==> src/rtl/dq_pkg.sv <==
// Shared types and constants of the double-ended queue.
package dq_pkg;

  localparam int DQ_DEPTH      = 16;
  localparam int DQ_CMDQ_DEPTH = 2;
  localparam int DQ_VALUE_W    = 32;

  localparam logic [2:0] MODE_PUSH_FRONT = 3'd0;
  localparam logic [2:0] MODE_PUSH_REAR  = 3'd1;
  localparam logic [2:0] MODE_POP_FRONT  = 3'd2;
  localparam logic [2:0] MODE_POP_REAR   = 3'd3;
  localparam logic [2:0] MODE_LIST       = 3'd4;

  typedef logic signed [DQ_VALUE_W-1:0] value_t;

  typedef enum logic [1:0] {
    ST_OK    = 2'd0,
    ST_EMPTY = 2'd1,
    ST_FULL  = 2'd2
  } status_t;

  typedef enum logic [2:0] {
    OP_PUSH_FRONT,
    OP_PUSH_REAR,
    OP_POP_FRONT,
    OP_POP_REAR,
    OP_LIST
  } op_t;

  typedef struct packed {
    op_t    op;
    value_t value;
  } cmd_t;

endpackage

==> src/rtl/dq_in_if.sv <==
// Input channel of the double-ended queue: operation mode and value.
interface dq_in_if;
  logic                 valid;
  logic                 ready;
  logic [2:0]           mode;
  dq_pkg::value_t       value;

  modport source (output valid, output mode, output value, input ready);
  modport sink   (input valid, input mode, input value, output ready);
endinterface

==> src/rtl/dq_out_if.sv <==
// Result channel of the double-ended queue: value, status and last marker.
interface dq_out_if;
  logic                 valid;
  logic                 ready;
  dq_pkg::value_t       value_res;
  dq_pkg::status_t      status;
  logic                 last;

  modport source (output valid, output value_res, output status, output last, input ready);
  modport sink   (input valid, input value_res, input status, input last, output ready);
endinterface

==> src/rtl/double_ended_queue.sv <==
// Bounded double-ended queue of signed 32-bit values held in a ring buffer.
// Each transfer on in_ch carries a mode and a value: push front, push rear,
// pop front, pop rear or list all; unused modes are taken and dropped.
// Results leave on out_ch as value_res, status and last; last marks the
// final result of an item. A push gives one result (value echoed, or status
// full); a pop gives the removed value or status empty; a list gives every
// held value from front to rear, or one empty result.
// A push result, or the empty result of a pop or list, passes the command queue
// and the result register; a pop result and the first list result also pass
// the registered storage read. A push or an operation on an empty queue is
// done in the back end's idle state; a pop or list also passes its data state,
// where it takes no new command, and a list reads its next entry while the
// current one is sent.
// A two-entry command queue between the decoder and the storage side keeps
// in_ch.ready high while the back end works; in_ch stalls once it is full.
// When out_ch.ready is low the result register holds its transfer and the
// back end waits; nothing is lost or repeated.
// Reset (rst_n low, synchronous) empties the queue and drops pending work;
// storage contents are not cleared and are never read before being written.
module double_ended_queue #(
  parameter int DEPTH = dq_pkg::DQ_DEPTH
) (
  input  logic      clk,
  input  logic      rst_n,
  dq_in_if.sink     in_ch,
  dq_out_if.source  out_ch
);
  import dq_pkg::*;

  logic  cmd_valid;
  logic  cmd_ready;
  cmd_t  cmd;

  dq_front u_front (
    .clk       (clk),
    .rst_n     (rst_n),
    .in_ch     (in_ch),
    .cmd_valid (cmd_valid),
    .cmd_ready (cmd_ready),
    .cmd       (cmd)
  );

  dq_back #(
    .DEPTH (DEPTH)
  ) u_back (
    .clk       (clk),
    .rst_n     (rst_n),
    .cmd_valid (cmd_valid),
    .cmd_ready (cmd_ready),
    .cmd       (cmd),
    .out_ch    (out_ch)
  );

endmodule

==> src/rtl/dq_front.sv <==
// Front end: accepts items, decodes the mode and queues commands for the back end.
module dq_front (
  input  logic          clk,
  input  logic          rst_n,
  dq_in_if.sink         in_ch,
  output logic          cmd_valid,
  input  logic          cmd_ready,
  output dq_pkg::cmd_t  cmd
);
  import dq_pkg::*;

  localparam int QDEPTH = DQ_CMDQ_DEPTH;
  localparam int QAW    = (QDEPTH > 1) ? $clog2(QDEPTH) : 1;
  localparam int QCW    = $clog2(QDEPTH + 1);

  cmd_t           q_r [QDEPTH];
  logic [QAW-1:0] wr_ptr_r, wr_ptr_nxt;
  logic [QAW-1:0] rd_ptr_r, rd_ptr_nxt;
  logic [QCW-1:0] cnt_r, cnt_nxt;

  logic  in_xfer;
  logic  known;
  op_t   op;
  logic  push;
  logic  pop;

  // Unused mode codes are taken and dropped; they cause no result.
  always_comb begin
    known = 1'b1;
    op    = OP_LIST;
    unique case (in_ch.mode)
      MODE_PUSH_FRONT: op = OP_PUSH_FRONT;
      MODE_PUSH_REAR:  op = OP_PUSH_REAR;
      MODE_POP_FRONT:  op = OP_POP_FRONT;
      MODE_POP_REAR:   op = OP_POP_REAR;
      MODE_LIST:       op = OP_LIST;
      default:         known = 1'b0;
    endcase
  end

  assign in_ch.ready = (cnt_r != QCW'(QDEPTH));
  assign in_xfer     = in_ch.valid && in_ch.ready;
  assign push        = in_xfer && known;
  assign cmd_valid   = (cnt_r != '0);
  assign pop         = cmd_valid && cmd_ready;
  assign cmd         = q_r[rd_ptr_r];

  always_comb begin
    wr_ptr_nxt = wr_ptr_r;
    rd_ptr_nxt = rd_ptr_r;
    if (push) begin
      wr_ptr_nxt = (wr_ptr_r == QAW'(QDEPTH - 1)) ? '0 : wr_ptr_r + 1'b1;
    end
    if (pop) begin
      rd_ptr_nxt = (rd_ptr_r == QAW'(QDEPTH - 1)) ? '0 : rd_ptr_r + 1'b1;
    end
    cnt_nxt = cnt_r + QCW'(push) - QCW'(pop);
  end

  always_ff @(posedge clk) begin
    if (!rst_n) begin
      wr_ptr_r <= '0;
      rd_ptr_r <= '0;
      cnt_r    <= '0;
    end else begin
      wr_ptr_r <= wr_ptr_nxt;
      rd_ptr_r <= rd_ptr_nxt;
      cnt_r    <= cnt_nxt;
    end
  end

  always_ff @(posedge clk) begin
    if (push) begin
      q_r[wr_ptr_r] <= '{op: op, value: in_ch.value};
    end
  end

endmodule

==> src/rtl/dq_back.sv <==
// Back end: ring buffer storage, head and fill tracking, and the result register.
module dq_back #(
  parameter int DEPTH = dq_pkg::DQ_DEPTH
) (
  input  logic          clk,
  input  logic          rst_n,
  input  logic          cmd_valid,
  output logic          cmd_ready,
  input  dq_pkg::cmd_t  cmd,
  dq_out_if.source      out_ch
);
  import dq_pkg::*;

  localparam int AW = $clog2(DEPTH);
  localparam int CW = $clog2(DEPTH + 1);
  localparam int SW = CW + 1;

  typedef enum logic {S_IDLE, S_DATA} state_t;

  state_t         state_r, state_nxt;
  logic [AW-1:0]  head_r, head_nxt;
  logic [CW-1:0]  count_r, count_nxt;
  logic [AW-1:0]  pos_r, pos_nxt;
  logic [CW-1:0]  rem_r, rem_nxt;
  logic           out_valid_r, out_valid_nxt;
  value_t         out_value_r, out_value_nxt;
  status_t        out_status_r, out_status_nxt;
  logic           out_last_r, out_last_nxt;

  value_t         mem [DEPTH];
  value_t         rd_data_r;
  logic           wr_en, rd_en;
  logic [AW-1:0]  wr_addr, rd_addr;

  logic           out_free;
  logic           full;
  logic           empty;

  // Position offset entries past base, wrapped once around the ring.
  function automatic logic [AW-1:0] slot(input logic [AW-1:0] base,
                                         input logic [CW-1:0] off);
    logic [SW-1:0] sum;
    sum = SW'(base) + SW'(off);
    if (sum >= SW'(DEPTH)) begin
      sum = sum - SW'(DEPTH);
    end
    return sum[AW-1:0];
  endfunction

  function automatic logic [AW-1:0] inc(input logic [AW-1:0] p);
    return (p == AW'(DEPTH - 1)) ? '0 : p + 1'b1;
  endfunction

  assign out_free = !out_valid_r || out_ch.ready;
  assign full     = (count_r == CW'(DEPTH));
  assign empty    = (count_r == '0);

  always_comb begin
    state_nxt      = state_r;
    head_nxt       = head_r;
    count_nxt      = count_r;
    pos_nxt        = pos_r;
    rem_nxt        = rem_r;
    out_valid_nxt  = out_valid_r && !out_ch.ready;
    out_value_nxt  = out_value_r;
    out_status_nxt = out_status_r;
    out_last_nxt   = out_last_r;
    wr_en          = 1'b0;
    wr_addr        = head_r;
    rd_en          = 1'b0;
    rd_addr        = head_r;
    cmd_ready      = 1'b0;

    unique case (state_r)
      S_IDLE: begin
        if (cmd_valid && out_free) begin
          cmd_ready = 1'b1;
          unique case (cmd.op)
            OP_PUSH_FRONT, OP_PUSH_REAR: begin
              out_valid_nxt = 1'b1;
              out_last_nxt  = 1'b1;
              if (full) begin
                out_value_nxt  = '0;
                out_status_nxt = ST_FULL;
              end else begin
                wr_en          = 1'b1;
                count_nxt      = count_r + 1'b1;
                out_value_nxt  = cmd.value;
                out_status_nxt = ST_OK;
                if (cmd.op == OP_PUSH_FRONT) begin
                  wr_addr  = (head_r == '0) ? AW'(DEPTH - 1) : head_r - 1'b1;
                  head_nxt = wr_addr;
                end else begin
                  wr_addr = slot(head_r, count_r);
                end
              end
            end
            OP_POP_FRONT, OP_POP_REAR, OP_LIST: begin
              if (empty) begin
                out_valid_nxt  = 1'b1;
                out_value_nxt  = '0;
                out_status_nxt = ST_EMPTY;
                out_last_nxt   = 1'b1;
              end else begin
                rd_en     = 1'b1;
                state_nxt = S_DATA;
                rem_nxt   = '0;
                if (cmd.op == OP_POP_FRONT) begin
                  rd_addr   = head_r;
                  head_nxt  = inc(head_r);
                  count_nxt = count_r - 1'b1;
                end else if (cmd.op == OP_POP_REAR) begin
                  rd_addr   = slot(head_r, count_r - 1'b1);
                  count_nxt = count_r - 1'b1;
                end else begin
                  rd_addr = head_r;
                  pos_nxt = inc(head_r);
                  rem_nxt = count_r - 1'b1;
                end
              end
            end
            default: ;
          endcase
        end
      end
      S_DATA: begin
        // Read data is ready; a list reads its next entry while this one is sent.
        if (out_free) begin
          out_valid_nxt  = 1'b1;
          out_value_nxt  = rd_data_r;
          out_status_nxt = ST_OK;
          out_last_nxt   = (rem_r == '0);
          if (rem_r == '0) begin
            state_nxt = S_IDLE;
          end else begin
            rd_en   = 1'b1;
            rd_addr = pos_r;
            pos_nxt = inc(pos_r);
            rem_nxt = rem_r - 1'b1;
          end
        end
      end
      default: state_nxt = S_IDLE;
    endcase
  end

  always_ff @(posedge clk) begin
    if (!rst_n) begin
      state_r     <= S_IDLE;
      head_r      <= '0;
      count_r     <= '0;
      out_valid_r <= 1'b0;
    end else begin
      state_r     <= state_nxt;
      head_r      <= head_nxt;
      count_r     <= count_nxt;
      out_valid_r <= out_valid_nxt;
    end
    pos_r        <= pos_nxt;
    rem_r        <= rem_nxt;
    out_value_r  <= out_value_nxt;
    out_status_r <= out_status_nxt;
    out_last_r   <= out_last_nxt;
  end

  always_ff @(posedge clk) begin
    if (wr_en) begin
      mem[wr_addr] <= cmd.value;
    end
    if (rd_en) begin
      rd_data_r <= mem[rd_addr];
    end
  end

  assign out_ch.valid     = out_valid_r;
  assign out_ch.value_res = out_value_r;
  assign out_ch.status    = out_status_r;
  assign out_ch.last      = out_last_r;

endmodule

==> src/flat_wrapper.sv <==
// flat-port wrapper written by rule: the top's interface ports become plain ports
module double_ended_queue_flat import dq_pkg::*;
#(
  parameter int DEPTH = dq_pkg::DQ_DEPTH
)
  (clk, rst_n, in_ch_valid, in_ch_mode, in_ch_value, in_ch_ready, out_ch_valid, out_ch_value_res, out_ch_status, out_ch_last, out_ch_ready);
  dq_in_if in_ch_i ();
  dq_out_if out_ch_i ();
  input  logic clk;
  input  logic rst_n;
  input wire logic [$bits(in_ch_i.valid)-1:0] in_ch_valid;
  input wire logic [$bits(in_ch_i.mode)-1:0] in_ch_mode;
  input wire logic [$bits(in_ch_i.value)-1:0] in_ch_value;
  output wire logic [$bits(in_ch_i.ready)-1:0] in_ch_ready;
  output wire logic [$bits(out_ch_i.valid)-1:0] out_ch_valid;
  output wire logic [$bits(out_ch_i.value_res)-1:0] out_ch_value_res;
  output wire logic [$bits(out_ch_i.status)-1:0] out_ch_status;
  output wire logic [$bits(out_ch_i.last)-1:0] out_ch_last;
  input wire logic [$bits(out_ch_i.ready)-1:0] out_ch_ready;
  assign in_ch_i.valid = in_ch_valid;
  assign in_ch_i.mode = in_ch_mode;
  assign in_ch_i.value = in_ch_value;
  assign in_ch_ready = in_ch_i.ready;
  assign out_ch_valid = out_ch_i.valid;
  assign out_ch_value_res = out_ch_i.value_res;
  assign out_ch_status = out_ch_i.status;
  assign out_ch_last = out_ch_i.last;
  assign out_ch_i.ready = out_ch_ready;
  double_ended_queue #(.DEPTH(DEPTH)) u_core (.clk(clk), .rst_n(rst_n), .in_ch(in_ch_i), .out_ch(out_ch_i));
endmodule
==> config.mk <==
export PLATFORM = sky130hd
export DESIGN_NAME = double_ended_queue_flat
export DESIGN_NICKNAME = d
export VERILOG_FILES = /design/src/rtl/dq_pkg.sv /design/src/rtl/dq_in_if.sv /design/src/rtl/dq_out_if.sv /design/src/rtl/double_ended_queue.sv /design/src/rtl/dq_front.sv /design/src/rtl/dq_back.sv /design/src/flat_wrapper.sv
export SDC_FILE = /design/constraint.sdc
export NUM_CORES = 1
export LEC_CHECK = 0
export ABC_AREA = 1
export BUFFER_PORTS_ARGS = -buffer_cell sky130_fd_sc_hd__buf_2
export CAP_MARGIN = 20
export CORE_MARGIN = 10
export CORE_UTILIZATION = 35
export DETAILED_ROUTE_END_ITERATION = 10
export SYNTH_ARGS = -nofsm -noshare
export SYNTH_HDL_FRONTEND = slang
export SYNTH_SLANG_ARGS = --single-unit
==> constraint.sdc <==
create_clock -name clk -period 6.25 [get_ports clk]
set_input_delay 0.9375 -clock clk [delete_from_list [all_inputs] [get_ports clk]]
set_output_delay 0.9375 -clock clk [all_outputs]
set_load 0.05 [all_outputs]
==> results.txt <==
* Pin count of the biggest net entering global routing: 129
* Total I/O pin count: 76
- Final setup viols: 0
* Slew of the pin with the lowest slew margin: ~1.1 ns
- Async set-reset flop share out of synthesis: 0%
* Post-CTS Setup Bufs: 0
* Hold buffer count at CTS: 0
- Final cycle utilization of the critical path: 70.8%
* Largest delay contributor family on the critical path: simple AND/OR/NAND/NOR gates
* Element type at the critical path end: flip-flop
* Clk Tree Root Cell: sky130_fd_sc_hd__clkbuf_16
- The congestion estimate from routability-driven global placement came to approximately 0.8.
- Clock transition at the registers of the reported paths: 0.07 ns
- For this run, the slowest stage of the critical path takes 0.91 ns.
- Number of iterations in the first detailed-routing pass: 5
- Summing every instance area after synthesis gives 0.0296 sq mm.
* Type of the tightest min-delay check: flip-flop to flip-flop
- Row Count: 106
* Clock tree from TritonCTS: built
* Initial antenna violation count: 1
- After the last flow step, the layout net total stands at 2859.
- Initial Utilization: 35.4%
* Via count: 19200
* Non-Filler Instances: about 4000
- In this run the deepest clock path goes through 3 buffers.
* Static power due to leakage: 13.7 nW
- Outcome: finished clean
- Counting the buffers created by CTS gives 69.
- Global routing consumed, on the met2 layer, 25.5% of the routing resources.
- Worst Hold Launch: u_core.u_front.rd_ptr_r$_SDFFE_PN0P_
- Yosys printed 0 warnings.
- Die ar.: 0.0966 sq mm
- Required arrival time at the worst endpoint: ~6.5 ns
* Post-CTS Resized: 0
- Startpoint Class: flip-flop
- Setup repair after global routing left no endpoint under its margin.
- By startpoint and endpoint, the worst setup path is classified as flip-flop to flip-flop.
* Seq cells post-synth: 674
- In the global route stage, overall resource usage came out at 15.3%.
- Across the routed clock network, the largest skew measured is 0.0283 ns.
- Via count of the first global-routing pass: 18300
- Counting both buffers and inverters, the worst setup path holds a total of 4.
* Fraction of layout cells with a size suffix above 1: 9.21%
- Post-synth EDFFs: 658
- Compared with the post-synthesis result, the final layout area differs by 13.0%.
- Power density of the placed cells: 544 mW/mm^2
* Maximum fanout encountered on the critical timing path: 37
- Post-detailed-route DRC marker count: 0
- In this run the number of H-tree levels came out at 3.
- Die height: a little over 300 um
- CORE AREA: 0.0837 sq mm
* Peak VDD IR: 0.000408 V
* Number of nets in the synthesized netlist: 2814
- Detailed placement finished with a half-perimeter wire length of 42100 um.
- The final count of hold timing violations is 0.
* Wire length of the first global-routing pass: 115000 um
* Chip width: 311 um
- Relative max-transition margin: 26.3%
- The final-report max-slew violation count was 0.
* Ratio of routed vias to standard cells: between 4 and 5
* Global Route met1 Usage: 20.5%
- Most Crowded Layer GR: met2
- Averaged over all synthesized cells, the footprint is 10.7 sq um.
- The routed design has about 76000 um of wire.
- Clock latency reported for the late side of the worst-skew pair: ~0.62 ns
- Number of nets still failing antenna checks after routing: 0
- Clock Sink Count: 674
* Most common cell after layout, fill and taps aside: sky130_fd_sc_hd__edfxtp_1
* Synth cell types: 40
- Data on the critical path arrives at its endpoint at 4.71 ns.
- After detailed routing, the average wire length per cell comes to 19.0 um.
* Global route total overflow: 0
- In the synthesized netlist the dominant register cell turns out to be sky130_fd_sc_hd__edfxtp_1.
- Fraction of met3 tracks used by global routing: 2.36%
* Critical path cell sequence: inv_4 > o21ai_1 > nor2_1 > nand2_1 > inv_1 > or2_1 > o21ai_0 > inv_1 > nor2_1 > nand2_1 > nor2_4 > buf_4
- 0 antenna diodes ended up in the layout.
* Setup TNS: 0 ns
- The count of buffers added on input and output ports is 75.
- Fmax: 0.226 GHz
* Tmin final: 4.43 ns
- The detailed router finished its first iteration with roughly 1800 violations.
- Sequential cell area fraction in the yosys report: between 60% and 70%
* Most used cells in the layout excluding fill and tap cells: sky130_fd_sc_hd__edfxtp_1 (658), sky130_fd_sc_hd__nand3_1 (625), sky130_fd_sc_hd__inv_1 (556), sky130_fd_sc_hd__nand2_1 (544), sky130_fd_sc_hd__buf_2 (75)
- Post-Syn Instances: 2757
* Critical path's slowest cell: sky130_fd_sc_hd__nor2_4
* Number of instances in the placed design: 3865
- Across the run, the number of max-cap violations was 0.
==> synthesized netlist by cell type, types with 3 or more instances <==
cell type	n	share of area (%)
sky130_fd_sc_hd__edfxtp_1	658	67
sky130_fd_sc_hd__nand3_1	626	11
sky130_fd_sc_hd__inv_1	557	7.1
sky130_fd_sc_hd__nand2_1	547	6.9
sky130_fd_sc_hd__buf_2	84	1.4
sky130_fd_sc_hd__nor2_1	40	0.51
sky130_fd_sc_hd__o21ai_0	37	0.63
sky130_fd_sc_hd__a32o_1	32	1.1
sky130_fd_sc_hd__buf_4	29	0.74
sky130_fd_sc_hd__clkbuf_1	25	0.32
sky130_fd_sc_hd__a21oi_1	22	0.37
sky130_fd_sc_hd__dfxtp_1	16	1.1
sky130_fd_sc_hd__ha_1	16	0.68
sky130_fd_sc_hd__xor2_1	10	0.30
sky130_fd_sc_hd__xnor2_1	8	0.24
sky130_fd_sc_hd__o22ai_1	5	0.11
sky130_fd_sc_hd__inv_2	4	0.051
sky130_fd_sc_hd__nand2_2	4	0.085
sky130_fd_sc_hd__nor3_1	4	0.068
sky130_fd_sc_hd__o21ai_1	4	0.068
sky130_fd_sc_hd__nand4_1	3	0.063
==> final cells by class <==
type / count / area, sq um
fill: 7987 / 50300
sequential: 674 / 20100
multi-input combinational: 1377 / 6830
inverter: 563 / 2120
clock buffer: 87 / 1880
tap: 1134 / 1420
timing repair buffer: 117 / 766
clock inverter: 39 / 333
==> sequential cells by signal, indices dropped and copies added, names as in the netlist, named ones only <==
register                        count
u_core.u_back.out_ch.valid          1
u_core.u_front.q_r                 70
u_core.u_back.out_ch.status         2
u_core.u_front.rd_ptr_r             1
u_core.u_back.state_r               1
u_core.u_back.mem                 512
u_core.u_back.pos_r                 4
u_core.u_front.wr_ptr_r             1
u_core.u_back.out_ch.last           1
u_core.u_back.count_r               5
u_core.u_back.rem_r                 5
u_core.u_back.out_ch.value_res     32
u_core.u_back.rd_data_r            32
u_core.u_back.head_r                4
u_core.u_front.cnt_r                2
==> through the flow <==
step	hold WS (ns)	power [mW]	cell area, sq um	utilization [%]	setup WS (ns)
detailed placement	0.440	14.2	31200	37.3	1.84
global placement	0.432	14.1	31200	37.3	1.88
floorplan	0.422	11.9	29600	-	2.14
global route	0.477	19.3	33400	39.9	1.47
CTS	0.450	18.3	33400	39.9	1.81
finish	0.451	18.2	33400	39.9	1.82
==> path summary, 6_finish.rpt <==
check             slack (ns)  cells past startpoint                                 end
hold reg to reg         0.45                      1                           flip-flop
setup / recovery        1.82                     12  u_core.u_back.mem[7][10]$_DFFE_PP_
hold / removal          0.45                      1                           flip-flop
setup reg to reg        1.82                     12  u_core.u_back.mem[7][10]$_DFFE_PP_
==> cells by family after synthesis <==
group           count (synthesis)  share of synthesized area (%)
compound gates                106                           2.40
buf+inv                       706                           9.78
xor+xnor                       18                          0.533
fa+ha+maj                      18                          0.812
flops                         674                           67.9
simple gates                 1235                           18.6
==> power breakdown <==
group	leakage [nW]	total, mW	switching (mW)	internal (mW)
clock	1.09	4.08	1.74	2.34
sequential	6.10	6.50	0.244	6.25
combinational	6.54	7.60	5.64	1.96
==> metal layers <==
| layer | routed length (um) | part of all wire (%) |
|---|---|---|
| met1 | 32900 | 43 |
| met2 | 36300 | 48 |
| met3 | 5160 | 6.8 |
| met4 | 1450 | 1.9 |
| met5 | 13 | 0.017 |
No activity file was read; power rests on OpenSTA's default activity.
